`src/rtl/idda_pkg.sv`:
```
// Package for the identifier allocator: field widths, operation and status
// codes, FSM states, and the command and status bundles between the controller
// and the datapath. No dependencies.
`default_nettype none

package idda_pkg;

  localparam int unsigned NUM_IDS_DEF    = 256;
  localparam int unsigned DATA_WIDTH_DEF = 32;

  localparam int unsigned FUNC_W   = 3;
  localparam int unsigned ID_W     = 8;
  localparam int unsigned FLOOR_W  = 8;
  localparam int unsigned WORD_W   = 32;
  localparam int unsigned STATUS_W = 2;

  localparam int unsigned S_TDATA_W = 48;
  localparam int unsigned S_TUSER_W = FUNC_W;
  localparam int unsigned M_TDATA_W = 40;
  localparam int unsigned M_TUSER_W = STATUS_W;

  typedef enum logic [FUNC_W-1:0] {
    FN_ALLOC      = 3'd0,
    FN_FIND       = 3'd1,
    FN_REPLACE    = 3'd2,
    FN_REMOVE     = 3'd3,
    FN_REMOVE_ALL = 3'd4
  } func_e;

  typedef enum logic [STATUS_W-1:0] {
    ST_OK       = 2'd0,
    ST_NOT_USED = 2'd1,
    ST_FULL     = 2'd2
  } status_e;

  typedef enum logic [2:0] {
    S_IDLE,
    S_EXEC,
    S_SCAN,
    S_READ,
    S_RESP
  } state_e;

  typedef struct packed {
    logic    latch;
    logic    scan_start;
    logic    scan_next;
    logic    alloc_commit;
    logic    mem_rd;
    logic    mem_wr_replace;
    logic    rm_one;
    logic    rm_all;
    logic    res_set;
    status_e res_status;
    logic    res_alloc;
    logic    res_rdata;
    logic    out_load;
  } idda_cmd_t;

  typedef struct packed {
    func_e func;
    logic  in_use;
    logic  start_oob;
    logic  hit;
    logic  scan_end;
    logic  out_free;
  } idda_stat_t;

endpackage

`default_nettype wire

```
`src/rtl/idda_ctrl.sv`:
```
// Controller state machine of the identifier allocator.
// Depends on idda_pkg; drives idda_dpath through command and status bundles.
`default_nettype none

module idda_ctrl (
  input  wire                       clk_i,
  input  wire                       rst_ni,
  input  wire                       s_axis_tvalid,
  output logic                      s_axis_tready,
  input  wire idda_pkg::idda_stat_t stat_i,
  output idda_pkg::idda_cmd_t       cmd_o
);
  import idda_pkg::*;

  state_e state_q, state_d;

  always_ff @(posedge clk_i or negedge rst_ni) begin
    if (!rst_ni) begin
      state_q <= S_IDLE;
    end else begin
      state_q <= state_d;
    end
  end

  always_comb begin
    state_d       = state_q;
    cmd_o         = '0;
    cmd_o.res_status = ST_OK;
    s_axis_tready = 1'b0;
    unique case (state_q)
      S_IDLE: begin
        s_axis_tready = 1'b1;
        if (s_axis_tvalid) begin
          cmd_o.latch = 1'b1;
          state_d     = S_EXEC;
        end
      end
      S_EXEC: begin
        unique case (stat_i.func)
          FN_ALLOC: begin
            if (stat_i.start_oob) begin
              cmd_o.res_set    = 1'b1;
              cmd_o.res_status = ST_FULL;
              state_d          = S_RESP;
            end else begin
              cmd_o.scan_start = 1'b1;
              state_d          = S_SCAN;
            end
          end
          FN_FIND, FN_REPLACE: begin
            if (stat_i.in_use) begin
              cmd_o.mem_rd = 1'b1;
              state_d      = S_READ;
            end else begin
              cmd_o.res_set    = 1'b1;
              cmd_o.res_status = ST_NOT_USED;
              state_d          = S_RESP;
            end
          end
          FN_REMOVE: begin
            cmd_o.rm_one     = 1'b1;
            cmd_o.res_set    = 1'b1;
            cmd_o.res_status = stat_i.in_use ? ST_OK : ST_NOT_USED;
            state_d          = S_RESP;
          end
          FN_REMOVE_ALL: begin
            cmd_o.rm_all  = 1'b1;
            cmd_o.res_set = 1'b1;
            state_d       = S_RESP;
          end
          default: begin
            cmd_o.res_set = 1'b1;
            state_d       = S_RESP;
          end
        endcase
      end
      S_SCAN: begin
        if (stat_i.hit) begin
          cmd_o.alloc_commit = 1'b1;
          cmd_o.res_set      = 1'b1;
          cmd_o.res_alloc    = 1'b1;
          state_d            = S_RESP;
        end else if (stat_i.scan_end) begin
          cmd_o.res_set    = 1'b1;
          cmd_o.res_status = ST_FULL;
          state_d          = S_RESP;
        end else begin
          cmd_o.scan_next = 1'b1;
        end
      end
      S_READ: begin
        cmd_o.res_set        = 1'b1;
        cmd_o.res_rdata      = 1'b1;
        cmd_o.mem_wr_replace = (stat_i.func == FN_REPLACE);
        state_d              = S_RESP;
      end
      S_RESP: begin
        if (stat_i.out_free) begin
          cmd_o.out_load = 1'b1;
          state_d        = S_IDLE;
        end
      end
      default: begin
        state_d = S_IDLE;
      end
    endcase
  end

`ifndef SYNTHESIS
  a_commit_needs_hit: assert property (@(posedge clk_i) disable iff (!rst_ni)
    cmd_o.alloc_commit |-> stat_i.hit && stat_i.func == FN_ALLOC)
    else $error("allocate committed without a free identifier");
  a_read_needs_use: assert property (@(posedge clk_i) disable iff (!rst_ni)
    cmd_o.mem_rd |-> stat_i.in_use)
    else $error("data store read for an identifier not in use");
  a_scan_from_exec: assert property (@(posedge clk_i) disable iff (!rst_ni)
    $rose(state_q == S_SCAN) |-> $past(state_q == S_EXEC && stat_i.func == FN_ALLOC))
    else $error("scan entered outside of allocate");
`endif

endmodule

`default_nettype wire

```
`config.mk`:
```
export PLATFORM = sky130hd
export DESIGN_NAME = idda_ctrl
export DESIGN_NICKNAME = d
export VERILOG_FILES = /design/src/rtl/idda_pkg.sv /design/src/rtl/idda_ctrl.sv
export SDC_FILE = /design/constraint.sdc
export NUM_CORES = 1
export LEC_CHECK = 0
export BUFFER_PORTS_ARGS = -buffer_cell sky130_fd_sc_hd__buf_4
export CORE_AREA = 2 2 39 41
export DETAILED_ROUTE_END_ITERATION = 8
export DIE_AREA = 0 0 41 43
export MAX_ROUTING_LAYER = met4
export SLEW_MARGIN = 40
export SYNTH_ARGS = -nofsm -noshare
export SYNTH_HDL_FRONTEND = slang
export SYNTH_SLANG_ARGS = --single-unit
```
`constraint.sdc`:
```
create_clock -name clk_i -period 1.1 [get_ports clk_i]
set_input_delay 0.055 -clock clk_i [delete_from_list [all_inputs] [get_ports clk_i]]
set_output_delay 0.055 -clock clk_i [all_outputs]
set_load 0.05 [all_outputs]
```
# Yosys cells after proc, flatten, opt, wreduce, memory -nomap -nowiden
# Index checks and enable logic that the tools add are counted.
# word_totals
reg_bits	3
out_inout_bits	15
elab_cells	55
# classes
n_eq_ne	11
mux	39
n_reduce_logical	4
# ops
cell	n
$mux W3	9
$mux W1	21
$pmux W3 S5	1
$eq A3 B2 Y1 const B	4
$eq A3 B1 Y1 const B	2
$eq A3 B3 Y1 const B	2
$logic_not A3 Y1	2
$mux W2	3
$pmux W2 S3	1
$pmux W3 S2	1
$ne A2 B2 Y1 const B	2
$pmux W2 S2	1
$ne A3 B3 Y1 const B	1
$pmux W1 S3	1
$reduce_and A3 Y1	1
$pmux W1 S2	1
$reduce_or A2 Y1	1

# Logic depth before layout (Yosys ltp)
# Gate-level depths: netlist (run 1).
# logic_depth
word_depth	4
ltp_mapped	4

# Worst setup path before layout (run 1)
# OpenSTA, ideal clock, no wires.
# synth_timing
kind	register to register
start	reg state_q[1]
end	reg state_q[0]
setup_time_ns	0.066
arrival_time_ns	2.322
slack_ns	-1.289
path_stages_with_launch	4
synth_period_minus_slack_ns	2.389
path_cell_list	dfrtp_1 > nor3_1 > and2_1 > or2_1
# synth_via
elab_chain_cells	3
word_cells_on_any_way	10
cone_classes	eq/ne (7); mux (1); reduce/logical (2)
# synth_lines
element	line_no	rtl
start: declaration	idda_ctrl.sv:15	state_e state_q, state_d;
start signal: assignment	idda_ctrl.sv:21	state_q <= state_d;
$eq A3 B2 Y1, or another cell as far along	idda_ctrl.sv:30	unique case (state_q)
$ne A3 B3 Y1 (no line) / $ne A2 B2 Y1 (equally long branches)	--	
$reduce_and A3 Y1 (no line)	--	
# Several ways; a longest one is shown, not always the timed one.
# A chain may end at the register's enable or synchronous reset.

==> results of run 1 <==
## cell type report
class,instances,area [um2],area share [%]
flip-flops and latches,3,77.6,8.70
well taps,16,20.0,2.24
clock buffers,4,26.3,2.95
repair buffers,43,415,46.6
multi-input cells,36,353,39.6
## worst paths after layout
check / from / end / cells after the start
worst max-delay path: state_q[2]$_DFFE_PN0P_ / cmd_o[13] / 5
worst min-delay path: rst_ni / state_q[2]$_DFFE_PN0P_ / 2
worst max register to register: state_q[2]$_DFFE_PN0P_ / state_q[0]$_DFFE_PN0P_ / 5
worst min register to register: state_q[1]$_DFFE_PN0P_ / state_q[1]$_DFFE_PN0P_ / 3
max in group asynchronous: rst_ni / state_q[0]$_DFFE_PN0P_ / 2
min in group clk_i: stat_i[0] / state_q[2]$_DFFE_PN0P_ / 4
## metrics by stage
step	hold WS (ns)	cell area, um2	setup TNS (ns)
5_1_grt	0.152	892	-5.68
4_1_cts	0.132	842	-4.35
3_3_place_gp	-0.155	663	-1.01
3_5_place_dp	-0.154	663	-1.10
6_report	0.142	892	-4.64
2_1_floorplan	-0.241	384	-3.07
## kinds of logic after synthesis
logic type	share of synthesized area [%]
simple gates	56.6
buf+inv	2.41
flops	24.1
xor+xnor	2.81
compound gates	14.1
## power groups by stage
stage | registers [mW] | clock network, mW | logic, mW
after global placement | 0.192 | 0 | 0.840
final | 0.207 | 0.194 | 1.17
after floorplan | 0.224 | 0 | 0.508
after global routing | 0.213 | 0.202 | 1.24
after CTS | 0.200 | 0.200 | 1.06
after detailed placement | 0.193 | 0 | 0.843
## layout by cell type (no fill, tap or decap), drive strengths merged
master       instances
xor2                 1
dfrtp                3
and2                 3
nor3b                2
o22ai                1
nor2                 7
nor3                 5
o21ai                1
or2                  1
buf                 42
a32o                 1
nand2                2
nand2b               3
dlygate4sd3          1
nor4b                1
and3                 4
nor2b                1
clkbuf               4
a21o                 1
a211oi               2
## timing repair
item / 4_1_cts / 5_1_grt
endpoints found under the setup margin: 17 / 18
endpoints found under the hold margin: 3 / 0
setup buffers: 3 / 3
resized for setup: 31 / 6
hold buffers: 1 / 0
pin swaps: 6 / 3
## per-layer routing
metal | part of all wire [%] | GRT usage (%) | vias to the layer above
met1 | 38 | 16.9 | 217
met5 | 0 | - | -
li1 | - | - | 240
met3 | 5.0 | 0 | 0
met2 | 57 | 24.7 | 13
met4 | 0 | 8.00 | 0
==> impl_metrics.toml, run 1 <==
[run_status]
status = "finished with violations"
violations = "setup timing"

[route]
wl_per_cell_um = 10.5
totalWireLength_um = 1080
drtIter0Drc = 5
antenna_left = 0
viasPerCell = 4.61
vias = 470
drc = 0
dr.pass1.iters = 2

[critical_path]
critPathMaxStageDelay_ns = 0.41
critPathMaxFanout = 4
worst-setup-path-type = "flip-flop to output pin"
critical_path_required_ns = 1.04
crit_arrival_ns = 1.42
critPathLaunchType = "flip-flop"
critPathBufInv = 3
end_kind = "output pin"
cp_top_family = "buffers and inverters"
crit_slowest_cell = "dfrtp_1"
critPathMostFrequentCell = "buf_4"
worstPathCellList = "buf_4, buf_4, nor3_4, and2_4, buf_8"
rrSetupSlack_ns = -0.10

[grt]
grt_pass1_vias = 455
antenna_found_initial = 0
grt_max_degree = 7
grt_util_all_layers_pct = 14.8
grt_pass1_wl_um = 1750
grt.overflow.total = 0

[logic_synthesis]
ys_seq_elements = 3
synth_top_cell_area_share_pct = 24.1
netlist_area_um2 = 312
syn_nets = 51
synth_edf_count = 0
synth_common_cells = "nor2_1, and3_1, nor3_1"
syn_area_per_cell_um2 = 7.79
async_flop_share_pct = 100
netlist_instances = 40
synth_area_leader_cell = "dfrtp_1"
yosys_warnings = 0
synth-main-ff-cell = "dfrtp_1"
synth_cell_type_count = 20
seq_area_frac_synth_pct = 24.1
ys_top_cells_by_area = "dfrtp_1, nor2_1, and3_1"
yosysMostFrequentCell = "nor2_1"

[clocking]
cts_root_buf = "clkbuf_4"
cts_tree = "built"
cts_sinks = 3
path_clk_slew_ns = 0.04
h-tree-depth = 1
clk_path_buf_depth = 2
clk_latency_ns = 0.23
cts_buffers = 3

[timing]
fin_crit_ns = 1.47
slew_headroom_pct = 81.6
fin_skew_ns = 0.00537
setup_violations = 18
worst_pin_slew_ns = 0.275
hold_viol = 0
fin_crit_sh_pct = 134
slew_viol_final = 0
rsz0062_at_grt = "yes"
layout_setup_ws_ns = -0.370
fmax_ghz = 0.680

[final_layout]
top_regs = "state_q (3)"
area_growth_pct = 186
final_util_pct = 64.5
diodes = 0
fillers = 115
layout-drive-gt1-share_pct = 80.2
fin_nets = 98
fin_cells = 102
largest_reg_flops = 3
top_register = "state_q"

[pwr]
switching_power_uw = 702
p_clk_share_pct = 12.3
intPower_uw = 873
cellPowerDensity_nw_per_um2 = 1770
irDropWorstVdd_v = 0.00105
swShare_pct = 44.6
seqPwrFrac_pct = 13.1
total_power_mw = 1.58
leakagePower_nw = 0.419
pwr-share-comb_pct = 74.6

[floorplan]
ios = 26
core.rowCount = 14
start_util_pct = 22.5
die-area_um2 = 1760
core_um2 = 1380
die_y_um = 43
die_w_um = 41

[flow_run]
drv_cap = 0

[place]
dpl.cell_count = 91
place_congestion = 0.745
pre_cts_slack_ns = -0.132
io_buffers = 25
dp_hpwl_um = 853

[min_path]
hold_path_class = "input pin to async pin"
Note: power is estimated with default switching activity, not from simulation.
==> run 2, diff against run 1 <==
--- a/config.mk
+++ b/config.mk
@@ -5,12 +5,13 @@
 export SDC_FILE = /design/constraint.sdc
 export NUM_CORES = 1
 export LEC_CHECK = 0
+export ABC_AREA = 1
 export BUFFER_PORTS_ARGS = -buffer_cell sky130_fd_sc_hd__buf_4
 export CORE_AREA = 2 2 39 41
 export DETAILED_ROUTE_END_ITERATION = 8
 export DIE_AREA = 0 0 41 43
 export MAX_ROUTING_LAYER = met4
-export SLEW_MARGIN = 40
+export SLEW_MARGIN = 0
 export SYNTH_ARGS = -nofsm -noshare
 export SYNTH_HDL_FRONTEND = slang
 export SYNTH_SLANG_ARGS = --single-unit
==> run 2 against run 1 <==
Effect of this change: critical endpoint is now cmd_o[4]; register-to-register slack barely moved; sequential cell count is the same; the flow still finishes with violations (setup timing); sequential share of layout area rose by 0.24 points; setup slack better by 0.094 ns; die area is the same; critical path type unchanged; combinational power fell by 3%; count of clock-buffer cells in the layout is the same.
==> impl_metrics.toml, run 2 <==
[run_status]
status = "finished with violations"
violations = "setup timing"

[final_layout]
top_register = "state_q"
layout_common_cells = "buf_4, buf_6, inv_1"
final_common_cell = "buf_4"
diodes = 0
largest_reg_flops = 3
final_util_pct = 62.7
fin_nets = 111
area_growth_pct = 151
layout-drive-gt1-share_pct = 68.7
fin_area_um2 = 868
fin_cells = 115
top_regs = "state_q (3)"

[logic_synthesis]
ys_seq_elements = 3
synth_edf_count = 0
yosysMostFrequentCell = "inv_1"
synth_area_leader_cell = "dfrtp_1"
ys_top_cells_by_area = "dfrtp_1, nand3_1, inv_1"
syn_area_per_cell_um2 = 5.78
netlist_instances = 60
seq_area_frac_synth_pct = 21.7
synth-main-ff-cell = "dfrtp_1"
async_flop_share_pct = 100
synth_common_cells = "inv_1, nand3_1, nor2_1"
syn_nets = 71
yosys_warnings = 0
netlist_area_um2 = 347
synth_cell_type_count = 18
synth_top_cell_area_share_pct = 21.7

[grt]
antenna_found_initial = 0
grt_util_all_layers_pct = 16.3
grt_pass1_vias = 489
grt.overflow.total = 0
grt_max_degree = 7
grt_pass1_wl_um = 1940

[pwr]
irDropWorstVdd_v = 0.000859
leakagePower_nw = 0.407
cellPowerDensity_nw_per_um2 = 1760
total_power_mw = 1.53

[timing]
fin_tns_setup_ns = -3.41
fin_crit_sh_pct = 125
setup_violations = 18
slew_viol_final = 0
fin_skew_ns = 0.00325
whs_ns = 0.155
fin_crit_ns = 1.38
layout_setup_ws_ns = -0.276
worst_pin_slew_ns = 0.258
hold_viol = 0
slew_headroom_pct = 82.8
rsz0062_at_grt = "yes"
fmax_ghz = 0.727

[clocking]
cts_root_buf = "clkbuf_4"
path_clk_slew_ns = 0.04
clk_path_buf_depth = 2
cts_tree = "built"
cts_sinks = 3
clk_latency_ns = 0.23
cts_buffers = 3
h-tree-depth = 1

[floorplan]
die_y_um = 43
core_um2 = 1380
start_util_pct = 25.0
core.rowCount = 14
ios = 26
die-area_um2 = 1760
die_w_um = 41

[place]
dp_hpwl_um = 975
place_congestion = 0.733
place_area_um2 = 707
io_buffers = 25
pre_cts_slack_ns = -0.149
dpl.cell_count = 108

[critical_path]
critPathLaunchType = "flip-flop"
rrSetupSlack_ns = -0.09
worst-setup-path-type = "flip-flop to output pin"
critical_path_required_ns = 1.04
crit_arrival_ns = 1.32
end_kind = "output pin"
critPathMaxFanout = 5

[min_path]
hold_path_class = "input pin to async pin"

[flow_run]
drv_cap = 0

[route]
dr.pass1.iters = 4
totalWireLength_um = 1240
drtIter0Drc = 2
antenna_left = 0
drc = 0
wl_per_cell_um = 10.8
vias = 517
viasPerCell = 4.50
[run 2: cell count changes after synthesis, moves of 3 or more]
cell     delta
nand3_1    +11
nor3_1      -3
nand2_1     +6
and2_1      -3
inv_1      +13
nor2_2      +3
and3_1      -3
[run 2: logic make-up (layout without fill, tap and decap cells)]
logic type | count (synthesis) | in the layout | share of synthesized area [%]
AO/OA/AOI/OAI | 3 | 3 | 5.41
flip-flops | 3 | 3 | 21.7
AND/OR/NAND/NOR | 39 | 39 | 55.6
buffers and inverters | 15 | 54 | 17.3
[run 2: final timing paths]
path	start	to	cells after the start
worst max-delay path	state_q[1]$_DFFE_PN0P_	cmd_o[4]	6
worst min-delay path	rst_ni	state_q[2]$_DFFE_PN0P_	2
worst max register to register	state_q[0]$_DFFE_PN0P_	state_q[0]$_DFFE_PN0P_	7
worst min register to register	state_q[1]$_DFFE_PN0P_	state_q[2]$_DFFE_PN0P_	3
max in group asynchronous	rst_ni	state_q[1]$_DFFE_PN0P_	2
min in group clk_i	stat_i[0]	state_q[2]$_DFFE_PN0P_	4
[run 2: timing repair]
action / CTS / global route
pin swaps: 5 / 2
endpoints found under the hold margin: 3 / 0
setup endpoints to repair: 17 / 18
gates cloned: 0 / 0
hold buffers: 1 / 0
setup buffers: 2 / 0
resized for setup: 26 / 5
[run 2: layout make-up]
cell class                 count  area, um2
sequential                     3       77.6
inverter                      14       60.1
fill                         130        515
tap                           16       20.0
multi-input combinational     42        344
clock buffer                   4       26.3
timing repair buffer          36        340
[run 2: critical path, cell delays in order (launching register included)]
cell,delay (ns)
dfrtp_2,0.42
inv_2,0.08
nand2_2,0.06
nor2_4,0.14
nand2_2,0.09
o21ai_4,0.14
buf_6,0.17
[run 2: report_power, final]
part | leakage, nW | total (mW) | switching (mW) | internal, mW
Combinational | 0.356 | 1.13 | 0.721 | 0.408
Sequential | 0.0362 | 0.215 | 0.0603 | 0.154
Clock | 0.0150 | 0.185 | 0.0501 | 0.135
[run 2: routing by layer]
layer	global-route usage, %	up-vias	part of all wire [%]
li1	-	267	-
met4	4.00	0	0.56
met3	4.71	2	5.3
met5	-	-	0
met1	17.9	232	36
met2	27.5	16	57
